===== src/lbb_pkg.sv =====
// Shared types, constants and helpers for the label bounding box unit.
package lbb_pkg;

    localparam int MAX_LABELS_DEF = 4096;
    localparam int MAX_DIM        = 4096;

    localparam int KIND_W      = 2;
    localparam int LABEL_W     = 12;
    localparam int COORD_W     = 12;
    localparam int DIM_W       = 13;
    localparam int CFG_INDEX_W = 1;

    localparam logic [KIND_W-1:0] KIND_PIXEL = 2'd0;
    localparam logic [KIND_W-1:0] KIND_QUERY = 2'd1;
    localparam logic [KIND_W-1:0] KIND_START = 2'd2;

    localparam logic [CFG_INDEX_W-1:0] REG_FRAME_WIDTH  = 1'd0;
    localparam logic [CFG_INDEX_W-1:0] REG_FRAME_HEIGHT = 1'd1;

    localparam logic [DIM_W-1:0] FRAME_WIDTH_RST  = 13'd640;
    localparam logic [DIM_W-1:0] FRAME_HEIGHT_RST = 13'd480;

    typedef struct packed {
        logic [KIND_W-1:0]  kind;
        logic [LABEL_W-1:0] label;
    } item_t;

    typedef struct packed {
        logic [DIM_W-1:0]   min_x;
        logic [COORD_W-1:0] max_x;
        logic [DIM_W-1:0]   min_y;
        logic [COORD_W-1:0] max_y;
        logic [LABEL_W-1:0] highest_label;
        logic               label_seen;
    } result_t;

    // One word of the box memory; the seen flag lives beside the box.
    typedef struct packed {
        logic               seen;
        logic [COORD_W-1:0] min_x;
        logic [COORD_W-1:0] max_x;
        logic [COORD_W-1:0] min_y;
        logic [COORD_W-1:0] max_y;
    } box_entry_t;

    localparam int ENTRY_W = $bits(box_entry_t);

    typedef struct packed {
        logic take_pixel;
        logic take_query;
        logic begin_clear;
        logic clearing;
        logic pix_write;
        logic qry_capture;
    } ctrl_cmd_t;

    typedef struct packed {
        logic pix_update;
        logic clear_done;
    } dp_status_t;

    // Effective frame size: at least one, at most MAX_DIM.
    function automatic logic [DIM_W-1:0] clamp_dim(input logic [DIM_W-1:0] v);
        logic [DIM_W-1:0] r;
        if (v == '0)
            r = DIM_W'(1);
        else if (32'(v) > MAX_DIM)
            r = DIM_W'(MAX_DIM);
        else
            r = v;
        return r;
    endfunction

endpackage


===== src/lbb_ctrl.sv =====
// Controller: sequences pixel updates, queries and the memory clearing pass.
module lbb_ctrl (
    input  logic                       clk,
    input  logic                       rst_n,
    input  logic                       start,
    input  logic [lbb_pkg::KIND_W-1:0] kind,
    input  lbb_pkg::dp_status_t        status,
    output logic                       busy,
    output lbb_pkg::ctrl_cmd_t         cmd
);

    typedef enum logic [1:0] {
        ST_IDLE,
        ST_CLEAR,
        ST_PIX_WR,
        ST_QRY_RD
    } state_t;

    state_t state_reg;
    state_t state_next;
    logic   accept;

    assign busy   = (state_reg != ST_IDLE);
    assign accept = start && !busy;

    always_comb
    begin
        cmd             = '0;
        cmd.take_pixel  = accept && (kind == lbb_pkg::KIND_PIXEL);
        cmd.take_query  = accept && (kind == lbb_pkg::KIND_QUERY);
        cmd.begin_clear = accept && (kind == lbb_pkg::KIND_START);
        cmd.clearing    = (state_reg == ST_CLEAR);
        cmd.pix_write   = (state_reg == ST_PIX_WR);
        cmd.qry_capture = (state_reg == ST_QRY_RD);
    end

    always_comb
    begin
        state_next = state_reg;
        unique case (state_reg)
            ST_IDLE:
            begin
                // Background, out-of-frame pixels and unknown kinds never leave idle.
                priority if (cmd.take_pixel && status.pix_update)
                    state_next = ST_PIX_WR;
                else if (cmd.take_query)
                    state_next = ST_QRY_RD;
                else if (cmd.begin_clear)
                    state_next = ST_CLEAR;
                else
                    state_next = ST_IDLE;
            end
            ST_CLEAR:
            begin
                if (status.clear_done)
                    state_next = ST_IDLE;
            end
            ST_PIX_WR: state_next = ST_IDLE;
            ST_QRY_RD: state_next = ST_IDLE;
            default:   state_next = ST_IDLE;
        endcase
    end

    // Reset starts with a full clearing pass.
    always_ff @(posedge clk or negedge rst_n)
    begin
        if (!rst_n)
        begin
            state_reg <= ST_CLEAR;
        end
        else
        begin
            state_reg <= state_next;
        end
    end

endmodule


===== config.mk =====
export PLATFORM = sky130hd
export DESIGN_NAME = lbb_ctrl
export DESIGN_NICKNAME = d
export VERILOG_FILES = /design/src/lbb_pkg.sv /design/src/lbb_ctrl.sv
export SDC_FILE = /design/constraint.sdc
export NUM_CORES = 1
export LEC_CHECK = 0
export BUFFER_PORTS_ARGS = -buffer_cell sky130_fd_sc_hd__buf_2
export CAP_MARGIN = 15
export CORE_AREA = 4 4 41 43
export DETAILED_ROUTE_END_ITERATION = 16
export DIE_AREA = 0 0 45 47
export PLACE_DENSITY_LB_ADDON = 0.08
export SYNTH_ARGS = -nofsm -noshare
export SYNTH_HDL_FRONTEND = slang
export SYNTH_SLANG_ARGS = --single-unit

===== constraint.sdc =====
create_clock -name clk -period 1.1 [get_ports clk]
set_input_delay 0.055 -clock clk [delete_from_list [all_inputs] [get_ports clk]]
set_output_delay 0.055 -clock clk [all_outputs]
set_load 0.05 [all_outputs]

==> flow_metrics.env, run 1 <==
export IMPL_status="finished, violations left"
export IMPL_violations="setup timing"
export IMPL_drc=0
export IMPL_wl_um=490
export IMPL_power_density_mw_per_mm2=1390
export IMPL_vdd_drop_max_mv=0.330
export IMPL_synth_top_area_cell="dfstp_2"
export IMPL_grt_setup_unrepaired="true"
export IMPL_syn_nets=22
export IMPL_path_clk_slew_ns=0.03
export IMPL_die_area_mm2=0.00212
export IMPL_finalWeightedCongestion=0.619
export IMPL_synth_cell_types=14
export IMPL_setup_viol=8
export IMPL_syn_area_um2=154
export IMPL_synth_most_common_cell="nor3b_2"
export IMPL_finalHoldViolCount=0
export IMPL_holdCritPathClass="primary input to register"
export IMPL_area_growth_pct=167
export IMPL_avgSynthCellArea_um2=10.3
export IMPL_synthArstFlopShare_pct=100
export IMPL_cts_htree_levels=1
export IMPL_worstSetupPathType="register to output port"
export IMPL_drt_iter0_markers=0
export IMPL_finClkSkew_ns=0.00412
export IMPL_fin_crit_sh_pct=135
export IMPL_setup_tns_ns=-1.63
export IMPL_fin_ws_ns=-0.386
export IMPL_timing_final_crit_period_ns=1.49
export IMPL_vias_per_cell=3.70
export IMPL_cts_tree="yes"
export IMPL_slew_limit_headroom_pct=87.8
export IMPL_ant_nets=0
export IMPL_drv_cap=0
export IMPL_cts_root_buf="clkbuf_4"
export IMPL_synthFlopType="dfstp_2"
export IMPL_synth_cells=15
export IMPL_worstMarginPinSlew_ns=0.181
export IMPL_die_w_um=45
export IMPL_final_nets=46
export IMPL_ys_ff_latch=2
export IMPL_drive_gt1_share_pct=81.6
export IMPL_die_h_um=47
export IMPL_max_clock_freq_mhz=673
export IMPL_synth_edf_count=0
export IMPL_p_total_uw=569
export IMPL_clock_path_buffers=2
export IMPL_cp_data_required_time_ns=1.04
export IMPL_fp_coreArea_mm2=0.00130
export IMPL_cp_end_kind="output port"
export IMPL_cts_buffers=3
export IMPL_wl_per_cell_um=9.25
export IMPL_final_util_pct=31.5
export IMPL_antenna_found_initial=0
export IMPL_io_buffers=13
export IMPL_grt_pass1_vias=209
export IMPL_grt_start_max_net_pins=6
export IMPL_grt_usage_pct=6.16
export IMPL_synth_top_area_share_pct=17.1
export IMPL_yosysWarnings=0
export IMPL_clock_sinks=2
export IMPL_crit_path_start_kind="register"
export IMPL_n_antenna_cell=0
export IMPL_placementRows=13
export IMPL_first_pass_iters=1
export IMPL_ff2ff_setup_slack_ns=-0.15
export IMPL_largest_reg_flops=2
export IMPL_synth_area_leaders="dfstp_2, dfrtp_1, nor3b_2"
export IMPL_p_leak_nw=0.194
export IMPL_slew_viol_final=0
export IMPL_ys_seq_area_share_pct=33.3
export IMPL_hpwlAfterDp_um=389
export IMPL_grt_overflow=0
export IMPL_grt_pass1_wl_um=869
export IMPL_ioPinCount=14
export IMPL_start_util_pct=11.8
export IMPL_clk_insertion_delay_late_ns=0.23
export IMPL_arrival_ns=1.43
export IMPL_worstPathMaxFanout=4
export IMPL_num_vias=196
## worst max-delay path: stages (launching register included)
cell and delay (ns):
dfstp_2 0.36, or3b_4 0.45, nor3b_4 0.22, buf_6 0.18
## cell usage in the layout, fill, tap and decap left out, drive strengths merged
cell type,n
o2bb2ai,1
nor3,2
dfrtp,1
and2b,1
nor2b,1
dfstp,1
nor3b,2
buf,18
or2,1
or3b,1
dlygate4sd3,1
xnor2,1
clkbuf,4
inv,1
nor2,1
and2,1
## metal layers
metal,share of wire [%],global-route usage [%],vias up
met5,0,0,-
met4,0,5.26,0
met3,4.9,3.45,0
met2,58,9.60,7
met1,37,5.91,91
li1,-,-,98
## final timing paths
check / from / to / cells after the start
max: state_reg[0] / cmd[3] / 3
min: status[0] / state_reg[0] / 3
max reg2reg: state_reg[0] / state_reg[1] / 4
min reg2reg: state_reg[1] / state_reg[0] / 4
max in group asynchronous: rst_n / state_reg[0] / 2
min in group asynchronous: rst_n / state_reg[1] / 2
## kinds of logic after synthesis
| kind of cell | Yosys count | share of synthesized area, % |
|---|---|---|
| xor+xnor | 1 | 5.69 |
| buf+inv | 1 | 2.44 |
| compound gates | 1 | 5.69 |
| simple gates | 10 | 52.8 |
| flops | 2 | 33.3 |
## area by class of cell
type / count / area [um2]
inverter: 1 / 3.75
tap: 15 / 18.8
sequential: 2 / 51.3
timing repair buffer: 19 / 175
multi-input combinational: 12 / 135
clock buffer: 4 / 26.3
fill: 148 / 891
## metrics by stage
step	hold slack, ns	area, um2	instances	worst slack (ns)
floorplan	-0.241	179	15	-0.284
global placement	-0.161	285	46	-0.220
detailed placement	-0.160	285	46	-0.231
CTS	0.0569	399	52	-0.397
global route	0.0668	410	53	-0.444
finish	0.0551	410	53	-0.386
## where the power goes
part,total (mW),switching (mW),leakage [nW],internal (mW)
clock network,0.182,0.0469,0.0150,0.135
logic,0.294,0.153,0.155,0.141
registers,0.0927,0.00555,0.0239,0.0871
total,0.569,0.205,0.194,0.364
## repair_timing
item / in CTS / in global routing
endpoints found under the setup margin: 9 / 9
gates resized for setup: 21 / 1
endpoints found under the hold margin: 2 / 0
buffers inserted: 1 / 1
pin swaps: 1 / 1
hold buffers: 1 / 0
Power figures use the tool's default switching activity.
==> run 2: changes to the inputs <==
--- a/config.mk
+++ b/config.mk
@@ -8,9 +8,11 @@
 export BUFFER_PORTS_ARGS = -buffer_cell sky130_fd_sc_hd__buf_2
 export CAP_MARGIN = 15
 export CORE_AREA = 4 4 41 43
+export CTS_CLUSTER_SIZE = 16
 export DETAILED_ROUTE_END_ITERATION = 16
 export DIE_AREA = 0 0 45 47
 export PLACE_DENSITY_LB_ADDON = 0.08
+export SKIP_CTS_REPAIR_TIMING = 1
 export SYNTH_ARGS = -nofsm -noshare
 export SYNTH_HDL_FRONTEND = slang
 export SYNTH_SLANG_ARGS = --single-unit
==> flow_metrics.env, run 2 (synthesized netlist as in run 1, its figures left out) <==
export IMPL_cts_buffers=3
export IMPL_arrival_ns=1.43
export IMPL_finalWeightedCongestion=0.619
export IMPL_n_antenna_cell=0
export IMPL_fin_ws_ns=-0.383
export IMPL_timing_final_crit_period_ns=1.48
export IMPL_crit_path_start_kind="register"
export IMPL_final_cell_count_no_fill=53
export IMPL_first_pass_iters=1
export IMPL_finClkSkew_ns=0.00459
export IMPL_drive_gt1_share_pct=81.6
export IMPL_clk_insertion_delay_late_ns=0.23
export IMPL_start_util_pct=11.8
export IMPL_die_area_mm2=0.00212
export IMPL_grt_pass1_vias=193
export IMPL_grt_setup_unrepaired="true"
export IMPL_hpwlAfterDp_um=389
export IMPL_largest_reg_flops=2
export IMPL_slew_limit_headroom_pct=85.8
export IMPL_ff2ff_setup_slack_ns=-0.19
export IMPL_fin_crit_sh_pct=135
export IMPL_cts_htree_levels=1
export IMPL_slew_viol_final=0
export IMPL_cts_root_buf="clkbuf_4"
export IMPL_clock_path_buffers=2
export IMPL_worstSetupPathType="register to output port"
export IMPL_p_leak_nw=0.196
export IMPL_wl_um=494
export IMPL_cp_end_kind="output port"
export IMPL_finalHoldViolCount=0
export IMPL_mostFrequentLayoutCells="buf_2, buf_6, clkbuf_4, buf_8, buf_4"
export IMPL_worstMarginPinSlew_ns=0.212
export IMPL_drc=0
export IMPL_final_nets=46
export IMPL_num_vias=196
export IMPL_clock_sinks=2
export IMPL_worstPathMaxFanout=4
export IMPL_ant_nets=0
export IMPL_dp_cells=46
export IMPL_status="finished, violations left"
export IMPL_p_total_uw=573
export IMPL_vdd_drop_max_mv=0.330
export IMPL_violations="setup timing"
export IMPL_fillers=147
export IMPL_slowest_stage="or3b_4"
export IMPL_vias_per_cell=3.70
export IMPL_max_clock_freq_mhz=675
export IMPL_grt_pass1_wl_um=800
export IMPL_path_clk_slew_ns=0.03
export IMPL_die_w_um=45
export IMPL_placementRows=13
export IMPL_cts_tree="yes"
export IMPL_setup_viol=8
export IMPL_cp_data_required_time_ns=1.04
export IMPL_ioPinCount=14
export IMPL_fp_coreArea_mm2=0.00130
export IMPL_die_h_um=47
export IMPL_cpLargestDelayFamily="simple AND/OR/NAND/NOR gates"
export IMPL_antenna_found_initial=0
export IMPL_grt_overflow=0
export IMPL_slowest_delay_ns=0.43
export IMPL_crit_chain="or3b_4 -> nor3b_4 -> buf_6"
export IMPL_worstPathBufferInverterCount=1
export IMPL_grt_start_max_net_pins=6
export IMPL_wl_per_cell_um=9.32
export IMPL_grt_usage_pct=5.77
export IMPL_io_buffers=13
export IMPL_drt_iter0_markers=0
export IMPL_holdCritPathClass="primary input to register"
export IMPL_area_growth_pct=171
export IMPL_power_density_mw_per_mm2=1380
export IMPL_drv_cap=0
run 2: layout make-up:
class                   instances  area, um2  area share (%)
well taps                      15       18.8            4.50
inverters                       1       3.75           0.901
clock buffers                   4       26.3            6.31
flip-flops and latches          2       51.3            12.3
repair buffers                 19        175            42.0
multi-input cells              12        141            33.9
run 2: power by group:
group          total, mW  internal (mW)  switching [mW]  leakage, nW
Combinational      0.299          0.143           0.156        0.157
Clock              0.181          0.135          0.0465       0.0150
Sequential        0.0927         0.0871         0.00555       0.0239
run 2: path summary, 6_finish.rpt:
| check | from | end | cells past startpoint |
|---|---|---|---|
| setup / recovery | state_reg[1] | cmd[3] | 3 |
| hold / removal | status[0] | state_reg[0] | 3 |
| setup reg to reg | state_reg[1] | state_reg[1] | 4 |
| hold reg to reg | state_reg[1] | state_reg[0] | 4 |
| max in group asynchronous | rst_n | state_reg[0] | 2 |
| min in group asynchronous | rst_n | state_reg[1] | 2 |
run 2: stage by stage:
stage	utilization (%)	worst slack [ns]	instance area, um2	hold slack, ns	TNS [ns]
final	32.0	-0.383	417	0.0553	-1.65
after global routing	32.0	-0.444	417	0.0669	-2.09
after CTS	23.9	-0.480	312	-0.400	-2.18
after detailed placement	21.9	-0.231	285	-0.160	-0.782
after global placement	21.9	-0.220	285	-0.161	-0.753
after floorplan	-	-0.284	179	-0.241	-0.776
run 2: routing by layer:
metal  GRT usage [%]  vias up  wire, um
met4            5.26        0         0
met1            5.45       92       175
met5               0        -         0
met3            3.45        0        24
met2            8.76        7       294
li1                -       97         -
run 2: tightest hold or removal path: cells and delay by family:
family / cells / cell delay (ns)
buf+inv: 2 / 0.11
compound gates: 1 / 0.11
